[src/sv/dede_pkg.sv]
// ---------------------------------------------------------------------------
// dede_pkg - shared types and constants of the delta/escape distance encoder
// Command codes, field widths and the queue entry that passes front to back.
// ---------------------------------------------------------------------------
package dede_pkg;

    localparam int VALUE_W     = 16;
    localparam int BYTE_W      = 8;
    localparam int PEND_W      = 7;
    localparam int PCNT_W      = 3;
    localparam int WIN_W       = 24;
    localparam int LEN_W       = 5;
    localparam int NBYTES_W    = 2;

    // short form: one 0 bit plus an 8-bit zigzag code
    localparam logic [LEN_W-1:0] SHORT_LEN   = 5'd9;
    // escape form: one 1 bit plus the 16-bit literal value
    localparam logic [LEN_W-1:0] LITERAL_LEN = 5'd17;

    localparam logic CMD_ENCODE = 1'b0;
    localparam logic CMD_FLUSH  = 1'b1;

    // Up to three finished bytes, left-aligned, and how many of them count.
    typedef struct packed {
        logic [WIN_W-1:0]    win;
        logic [NBYTES_W-1:0] nbytes;
    } t_entry;

endpackage

[src/sv/dede_front.sv]
// ---------------------------------------------------------------------------
// dede_front - delta, zigzag and bit packing stage
// Classifies each value as short code or escape, packs it behind the
// pending bits and hands the finished bytes to the queue.
// ---------------------------------------------------------------------------
module dede_front (
    input  logic                                i_clk,
    input  logic                                i_rst_n,
    input  logic                                i_accept,
    input  logic                                i_cmd,
    input  logic [dede_pkg::VALUE_W-1:0]        i_qdist_value,
    output logic                                o_push,
    output dede_pkg::t_entry                    o_entry
);

    logic [dede_pkg::VALUE_W-1:0] r_prev, n_prev;
    logic [dede_pkg::PEND_W-1:0]  r_pend_bits, n_pend_bits;
    logic [dede_pkg::PCNT_W-1:0]  r_pend_cnt, n_pend_cnt;

    logic                         up;
    logic [dede_pkg::VALUE_W-1:0] d_up, d_dn;
    logic                         is_short;
    logic [dede_pkg::BYTE_W-1:0]  zcode;
    logic [16:0]                  code;
    logic [dede_pkg::LEN_W-1:0]   len;
    logic [dede_pkg::WIN_W-1:0]   packed_bits;
    logic [dede_pkg::LEN_W-1:0]   nbits;
    logic [dede_pkg::LEN_W-1:0]   shamt;
    logic [dede_pkg::PCNT_W-1:0]  rem;
    logic [dede_pkg::BYTE_W-1:0]  rem_mask;
    logic [dede_pkg::BYTE_W-1:0]  flush_byte;

    // Zigzag code and short/escape decision
    always_comb begin
        up       = (i_qdist_value >= r_prev);
        d_up     = i_qdist_value - r_prev;
        d_dn     = r_prev - i_qdist_value;
        is_short = up ? (d_up < 16'd128) : (d_dn <= 16'd128);
        zcode    = up ? {d_up[6:0], 1'b0} : ({d_dn[6:0], 1'b0} - 8'd1);
        code     = is_short ? {9'd0, zcode} : {1'b1, i_qdist_value};
        len      = is_short ? dede_pkg::SHORT_LEN : dede_pkg::LITERAL_LEN;
    end

    // Append the code behind the pending bits and left-align the window
    always_comb begin
        packed_bits = ({17'd0, r_pend_bits} << len) | {7'd0, code};
        nbits       = {2'd0, r_pend_cnt} + len;
        shamt       = 5'(dede_pkg::WIN_W) - nbits;
        rem         = nbits[2:0];
        rem_mask    = (8'd1 << rem) - 8'd1;
        flush_byte  = 8'({1'b0, r_pend_bits} << (4'd8 - {1'b0, r_pend_cnt}));
    end

    always_comb begin
        n_prev      = r_prev;
        n_pend_bits = r_pend_bits;
        n_pend_cnt  = r_pend_cnt;
        o_push      = 1'b0;
        o_entry     = '0;
        if (i_cmd == dede_pkg::CMD_FLUSH) begin
            o_entry.win    = {flush_byte, 16'd0};
            o_entry.nbytes = (r_pend_cnt != '0) ? 2'd1 : 2'd0;
            o_push         = i_accept && (r_pend_cnt != '0);
            if (i_accept) begin
                n_prev      = '0;
                n_pend_bits = '0;
                n_pend_cnt  = '0;
            end
        end else begin
            o_entry.win    = packed_bits << shamt;
            o_entry.nbytes = nbits[4:3];
            o_push         = i_accept;
            if (i_accept) begin
                n_prev      = i_qdist_value;
                n_pend_bits = packed_bits[6:0] & rem_mask[6:0];
                n_pend_cnt  = rem;
            end
        end
    end

    always_ff @(posedge i_clk) begin
        if (!i_rst_n) begin
            r_prev      <= '0;
            r_pend_bits <= '0;
            r_pend_cnt  <= '0;
        end else begin
            r_prev      <= n_prev;
            r_pend_bits <= n_pend_bits;
            r_pend_cnt  <= n_pend_cnt;
        end
    end

endmodule

[src/sv/dede_queue.sv]
// ---------------------------------------------------------------------------
// dede_queue - short entry queue between front and back
// Circular buffer with a fill count; push and pop may share a cycle.
// ---------------------------------------------------------------------------
module dede_queue #(
    parameter int DEPTH = 4
) (
    input  logic             i_clk,
    input  logic             i_rst_n,
    input  logic             i_push,
    input  dede_pkg::t_entry i_entry,
    input  logic             i_pop,
    output dede_pkg::t_entry o_entry,
    output logic             o_empty,
    output logic             o_full
);

    localparam int PTR_W = (DEPTH > 1) ? $clog2(DEPTH) : 1;
    localparam int CNT_W = $clog2(DEPTH + 1);

    dede_pkg::t_entry   r_mem [DEPTH];
    logic [PTR_W-1:0]   r_wr_ptr, n_wr_ptr;
    logic [PTR_W-1:0]   r_rd_ptr, n_rd_ptr;
    logic [CNT_W-1:0]   r_count, n_count;

    assign o_empty = (r_count == '0);
    assign o_full  = (r_count == CNT_W'(DEPTH));
    assign o_entry = r_mem[r_rd_ptr];

    always_comb begin
        n_wr_ptr = r_wr_ptr;
        n_rd_ptr = r_rd_ptr;
        n_count  = r_count;
        if (i_push) begin
            n_wr_ptr = (r_wr_ptr == PTR_W'(DEPTH - 1)) ? '0 : r_wr_ptr + 1'b1;
        end
        if (i_pop) begin
            n_rd_ptr = (r_rd_ptr == PTR_W'(DEPTH - 1)) ? '0 : r_rd_ptr + 1'b1;
        end
        case ({i_push, i_pop})
            2'b10:   n_count = r_count + 1'b1;
            2'b01:   n_count = r_count - 1'b1;
            default: n_count = r_count;
        endcase
    end

    always_ff @(posedge i_clk) begin
        if (!i_rst_n) begin
            r_wr_ptr <= '0;
            r_rd_ptr <= '0;
            r_count  <= '0;
        end else begin
            r_wr_ptr <= n_wr_ptr;
            r_rd_ptr <= n_rd_ptr;
            r_count  <= n_count;
        end
    end

    always_ff @(posedge i_clk) begin
        if (i_push) begin
            r_mem[r_wr_ptr] <= i_entry;
        end
    end

endmodule

[src/sv/dede_back.sv]
// ---------------------------------------------------------------------------
// dede_back - byte emitter
// Loads one queue entry into the output register and sends its bytes,
// most significant first, one per transfer; flags the final byte.
// ---------------------------------------------------------------------------
module dede_back (
    input  logic                          i_clk,
    input  logic                          i_rst_n,
    input  dede_pkg::t_entry              i_entry,
    input  logic                          i_empty,
    output logic                          o_pop,
    output logic                          o_out_valid,
    input  logic                          i_out_ready,
    output logic [dede_pkg::BYTE_W-1:0]   o_out_byte,
    output logic                          o_last
);

    logic                            r_valid, n_valid;
    logic [dede_pkg::WIN_W-1:0]      r_win, n_win;
    logic [dede_pkg::NBYTES_W-1:0]   r_left, n_left;
    logic                            done;

    assign o_out_valid = r_valid;
    assign o_out_byte  = r_win[dede_pkg::WIN_W-1 -: dede_pkg::BYTE_W];
    assign o_last      = (r_left == 2'd1);

    // Current entry finishes on this transfer, or nothing is held
    assign done  = !r_valid || (i_out_ready && o_last);
    assign o_pop = done && !i_empty;

    always_comb begin
        n_valid = r_valid;
        n_win   = r_win;
        n_left  = r_left;
        if (o_pop) begin
            n_valid = 1'b1;
            n_win   = i_entry.win;
            n_left  = i_entry.nbytes;
        end else if (done) begin
            n_valid = 1'b0;
        end else if (i_out_ready) begin
            n_win  = r_win << dede_pkg::BYTE_W;
            n_left = r_left - 2'd1;
        end
    end

    always_ff @(posedge i_clk) begin
        if (!i_rst_n) begin
            r_valid <= 1'b0;
            r_left  <= '0;
        end else begin
            r_valid <= n_valid;
            r_left  <= n_left;
        end
    end

    always_ff @(posedge i_clk) begin
        r_win <= n_win;
    end

endmodule

[src/sv/delta_escape_distance_encoder.sv]
// ---------------------------------------------------------------------------
// delta_escape_distance_encoder - zigzag delta coder with escape literals
// Packs 16-bit quantized distances into an MSB-first byte stream.
// ---------------------------------------------------------------------------
// Each encode command takes the difference from the previous value of the
// chunk and zigzag-maps it; a code below 256 goes out as a 0 bit plus eight
// code bits, anything else as a 1 bit plus the 16-bit literal. Bits are
// packed MSB-first and every full byte is sent at once, so a value yields
// one to three bytes, the final one flagged with o_last. A flush command
// sends the partial byte zero-padded (if any bits are pending) and starts a
// new chunk with previous value zero. The front stage takes one command per
// cycle whenever the entry queue has room; the byte emitter sends one byte
// per cycle on the output channel while i_out_ready is high, so a value
// occupies the output for one transfer per byte it makes (1 to 3), and a
// flush with nothing pending is taken as a command and makes no output. A
// command's bytes are written into the entry queue and then loaded into the
// output register before they are presented. No clearing pass after reset.
module delta_escape_distance_encoder #(
    parameter int QUEUE_DEPTH = 4
) (
    input  logic                                i_clk,
    input  logic                                i_rst_n,
    input  logic                                i_in_valid,
    output logic                                o_in_ready,
    input  logic                                i_cmd,
    input  logic [dede_pkg::VALUE_W-1:0]        i_qdist_value,
    output logic                                o_out_valid,
    input  logic                                i_out_ready,
    output logic [dede_pkg::BYTE_W-1:0]         o_out_byte,
    output logic                                o_last
);

    logic             in_xfer;
    logic             q_push;
    logic             q_pop;
    logic             q_empty;
    logic             q_full;
    dede_pkg::t_entry q_wr_entry;
    dede_pkg::t_entry q_rd_entry;

    // Take a command whenever the queue can hold what it may produce
    assign o_in_ready = !q_full;
    assign in_xfer    = i_in_valid && o_in_ready;

    dede_front u_front (
        .i_clk         (i_clk),
        .i_rst_n       (i_rst_n),
        .i_accept      (in_xfer),
        .i_cmd         (i_cmd),
        .i_qdist_value (i_qdist_value),
        .o_push        (q_push),
        .o_entry       (q_wr_entry)
    );

    dede_queue #(
        .DEPTH (QUEUE_DEPTH)
    ) u_queue (
        .i_clk   (i_clk),
        .i_rst_n (i_rst_n),
        .i_push  (q_push),
        .i_entry (q_wr_entry),
        .i_pop   (q_pop),
        .o_entry (q_rd_entry),
        .o_empty (q_empty),
        .o_full  (q_full)
    );

    dede_back u_back (
        .i_clk       (i_clk),
        .i_rst_n     (i_rst_n),
        .i_entry     (q_rd_entry),
        .i_empty     (q_empty),
        .o_pop       (q_pop),
        .o_out_valid (o_out_valid),
        .i_out_ready (i_out_ready),
        .o_out_byte  (o_out_byte),
        .o_last      (o_last)
    );

    // Never write into a full queue
    a_no_overflow: assert property (@(posedge i_clk) disable iff (!i_rst_n)
        q_push |-> !q_full)
        else $error("entry pushed into full queue");

    // Every encode transfer produces at least one byte
    a_encode_pushes: assert property (@(posedge i_clk) disable iff (!i_rst_n)
        (in_xfer && (i_cmd == dede_pkg::CMD_ENCODE)) |-> (q_push && q_wr_entry.nbytes != 2'd0))
        else $error("encode command produced no bytes");

    // A byte that is not the last of its group is always followed by another
    a_group_continues: assert property (@(posedge i_clk) disable iff (!i_rst_n)
        (o_out_valid && i_out_ready && !o_last) |=> o_out_valid)
        else $error("byte group cut short");

    // Nothing is popped while the queue is empty
    a_no_underflow: assert property (@(posedge i_clk) disable iff (!i_rst_n)
        q_pop |-> !q_empty)
        else $error("entry popped from empty queue");

endmodule

[config.mk]
export PLATFORM = sky130hd
export DESIGN_NAME = delta_escape_distance_encoder
export DESIGN_NICKNAME = d
export VERILOG_FILES = /design/src/sv/dede_pkg.sv /design/src/sv/dede_front.sv /design/src/sv/dede_queue.sv /design/src/sv/dede_back.sv /design/src/sv/delta_escape_distance_encoder.sv
export SDC_FILE = /design/constraint.sdc
export NUM_CORES = 1
export LEC_CHECK = 0
export ABC_AREA = 1
export BUFFER_PORTS_ARGS = -buffer_cell sky130_fd_sc_hd__buf_2
export CAP_MARGIN = 10
export CORE_MARGIN = 4
export CORE_UTILIZATION = 44
export CTS_CLUSTER_DIAMETER = 60
export CTS_CLUSTER_SIZE = 10
export DETAILED_ROUTE_END_ITERATION = 8
export PLACE_DENSITY = 0.59
export SYNTH_ARGS = -nofsm -noshare
export SYNTH_HDL_FRONTEND = slang
export SYNTH_SLANG_ARGS = --single-unit
export TNS_END_PERCENT = 1
[constraint.sdc]
create_clock -name i_clk -period 4.35 [get_ports i_clk]
set_input_delay 0.87 -clock i_clk [delete_from_list [all_inputs] [get_ports i_clk]]
set_output_delay 0.87 -clock i_clk [all_outputs]
set_load 0.05 [all_outputs]
==> run_results.csv <==
group,metric,value,unit
min_path,hold_end,"u_front.r_prev[15]$_SDFFE_PN0P_",
synth,synth_cells,1424,
final_layout,fill_cells,2365,
sta,relSlewSlack,41.2,%
sta,drv_slew,0,
worst_setup_path,cp_slowest_cell,"ha_1",
worst_setup_path,cpMostUsedCell,"nand2_1",
detailed_routing,vias,9428,
sta,fin_setup_tns,0,ns
global_routing,grt_pass1_vias,8588,
synth,synth_compound_area_share,10.4,%
min_path,whs_path_depth,2,
detailed_routing,wire_per_inst,16.7,um
pwr,totalPowerFinal,5.93,mW
synth,synth-simple-area-share,30.1,%
final_layout,fin_area,0.0119,mm^2
synth,ys_seq_area_share,43.1,%
detailed_routing,routed_via_density,5.28,
floorplanning,die_w,164,um
placement,dp_hpwl,21900,um
worst_setup_path,crit_arrival,4.08,ns
clock_network,hold_buffers,0,
synth,synth_top_family_by_area,"simple AND/OR/NAND/NOR gates",
synth,yosysUniqueCellTypes,46,
clock_network,cts_root_buffer,"clkbuf_16",
placement,gp_congestion,0.971,
synth,synth_most_common_cell,"nand2_1",
synth,ys_top_cells_by_count,"367 x nand2_1, 180 x nor2_1, 153 x nand3_1",
worst_setup_path,worstSetupPathType,"input port to flop",
pwr,leakagePower,5.17,nW
synth,yosysTopAreaCellShare,36.0,%
sta,worst_pin_slew,0.878,ns
synth,yosysWarnings,0,
pwr,irDropWorstVdd,344,uV
synth,synth_top_cells_by_area,"edfxtp_1 36%, nand2_1 13%, nand3_1 7.2%",
synth,ys_ff_latch,166,
sta,period_share,89.9,%
synth,synthAdderAreaFrac,6.30,%
synth,synth-xor-area-share,1.38,%
worst_setup_path,rrSetupSlack,0.67,ns
sta,setup_viol,0,
clock_network,cts_sinks,166,
detailed_routing,drt-total-wl,29800,um
worst_setup_path,rr_endpoint,"u_queue.r_mem[1][13]$_DFFE_PP_",
sta,period_minus_slack,3.91,ns
run_status,run_status,"finished, final reports clean",
clock_network,cts_setup_buffers,0,
detailed_routing,drt_iter0_drc,997,
placement,placed_area,0.0113,mm^2
synth,synth_area,0.0107,mm^2
global_routing,grt_remaining_overflow,0,
clock_network,ctsResizeCount,0,
synth,synth_nets,1497,
sta,rsz0062_at_grt,"no",
floorplanning,dieArea,0.0268,mm^2
worst_setup_path,worstPathCellList,"buf_2 > inv_1 > ha_1 > nand2_1 > nor2_2 > inv_2 > nor2_2 > nand2_1 > nand3_1 > nor2_1 > nor2_1 > nand2_1 > nor2_2 > nand3_4 > buf_4 > nand2_1 > nand2_1 > nand2_1 > nand3_1 > nand2_1 > a21oi_1 > nor3_1",
final_layout,post-route-util,50.4,%
floorplanning,initial_utilization,45.1,%
worst_setup_path,required,4.52,ns
detailed_routing,dr.pass1.iters,6,
clock_network,cts_buffers,17,
floorplanning,io_pins,32,
final_layout,antenna_cells,0,
synth,synth_area_per_cell,7.50,um^2
worst_setup_path,crit_family,"simple AND/OR/NAND/NOR gates",
synth,async_reset_ff_share,0,%
min_path,hold_path_class,"flop to flop",
final_layout,fin_nets,1528,
final_layout,multi_input_area,0.00517,mm^2
synth,yosysTopAreaCell,"edfxtp_1",
final_layout,drive_gt1_share,10.8,%
global_routing,antenna_found_initial,0,
global_routing,grt_usage,22.7,%
placement,port_buffers,31,
clock_network,path_clk_slew,0.07,ns
floorplanning,core,0.0237,mm^2
run,drv_cap,0,
final_layout,syn2layout_area_growth,11.8,%
worst_setup_path,slowest_delay,0.44,ns
clock_network,tritoncts,"built",
worst_setup_path,reg2reg_from,"u_front.r_prev[0]$_SDFFE_PN0P_",
clock_network,clk_latency,0.44,ns
synth,synth_edf_count,128,
worst_setup_path,rr_worst_depth,21,
clock_network,cts_max_level,4,
synth,synth.area.mux_share,0.0937,%
pwr,p_per_area,496,mW/mm^2
final_layout,ff_latch_area,0.00461,mm^2
worst_setup_path,cp_num_buf_inv,4,
floorplanning,rows,56,
global_routing,grt_pass1_wl,47700,um
worst_setup_path,cp-end-kind,"flop",
sta,hold_viol,0,
worst_setup_path,worstPathMaxFanout,7,
clock_network,clockBufferDepth,2,
worst_setup_path,start_kind,"input port",
synth,ys.flop_type,"edfxtp_1",
sta,max_freq,256,MHz
sta,clock-skew-final,0.0221,ns
min_path,hold_path.startpoint,"u_front.r_prev[15]$_SDFFE_PN0P_",
floorplanning,die_y,164,um
sta,hold_ws,0.474,ns
global_routing,grt_max_degree,53,
detailed_routing,drcViolationCount,0,
detailed_routing,ant_nets,0,
worst max-delay path by stage:
stage,startpoint,to,slack [ns],depth (start not counted)
floorplan,i_qdist_value[0],u_queue.r_mem[0][25]$_DFFE_PP_,0.72,26
global placement,i_qdist_value[8],u_queue.r_mem[3][25]$_DFFE_PP_,0.08,23
detailed placement,i_qdist_value[0],u_queue.r_mem[3][25]$_DFFE_PP_,0.06,27
CTS,i_qdist_value[0],u_queue.r_mem[2][25]$_DFFE_PP_,0.52,27
global route,i_qdist_value[0],u_queue.r_mem[1][13]$_DFFE_PP_,0.17,25
finish,i_qdist_value[8],u_queue.r_mem[1][13]$_DFFE_PP_,0.44,22
power breakdown:
| group | switching, mW | internal (mW) | total [mW] |
|---|---|---|---|
| Combinational | 1.55 | 0.607 | 2.15 |
| Sequential | 0.0731 | 2.09 | 2.16 |
| Clock | 0.724 | 0.887 | 1.61 |
| Total | 2.34 | 3.58 | 5.93 |
per-stage QoR:
stage          setup WS [ns]  cells
2_1_floorplan          0.717   1424
3_3_place_gp          0.0778   1755
3_5_place_dp          0.0621   1755
4_1_cts                0.524   1787
5_1_grt                0.169   1787
6_report               0.437   1787
cells by family (layout without fill, tap and decap cells):
| family | Yosys count | in the layout |
|---|---|---|
| buffers and inverters | 224 | 268 |
| and+or+nand+nor | 757 | 757 |
| AOI/OAI and AO/OA | 208 | 208 |
| DFF | 166 | 166 |
| muxes | 1 | 1 |
| adders and majority gates | 52 | 52 |
| xor gates and xnor gates | 16 | 16 |
registers in the layout, summed over array words and instances (netlist names), named ones only:
register and count:
u_queue.r_wr_ptr 2, u_front.r_pend_bits 7, u_front.r_prev 16, u_front.r_pend_cnt 3, u_queue.r_count 3, u_queue.r_rd_ptr 2
u_back.r_win 24, u_queue.r_mem 104, u_back.r_left 2, u_back.o_out_valid 1
layout by cell type, fill, tap and decap left out, types with 4 or more instances in the layout:
cell         n
edfxtp_1   128
nand3_1    153
xnor2_1      4
o21ai_0     85
buf_4       47
clkbuf_16   17
inv_8        5
nor2_2      13
a21oi_1     83
ha_1        49
nor3_1       9
buf_2       31
dfxtp_1     37
xor2_1      11
nand2_1    367
clkinv_1     5
inv_2       13
nand2_2     10
nor2_1     175
a31oi_1     19
nand4_1     14
inv_1      137
o211ai_1     4
worst min-delay path, cell delays in order, from the launching register on:
cell     delay [ns]
dfxtp_1        0.32
nand2_1        0.06
a21oi_1        0.05
per-layer routing:
layer | track usage, % | up-vias | share of wire (%)
met5 | 0 | - | 0
met2 | 36.0 | 291 | 46
met3 | 3.56 | 17 | 5.9
li1 | - | 4759 | -
met4 | 4.08 | 0 | 0.55
met1 | 33.2 | 4361 | 48
area by class of cell:
cell class / count / area share [%]
Clock buffer: 17 / 3.56
Sequential cell: 166 / 38.6
Inverter: 156 / 4.92
Tap cell: 319 / 3.34
Clock inverter: 15 / 1.72
Multi-Input combinational cell: 1034 / 43.3
Timing Repair Buffer: 80 / 4.59
Note: power is estimated with default switching activity, not from simulation.
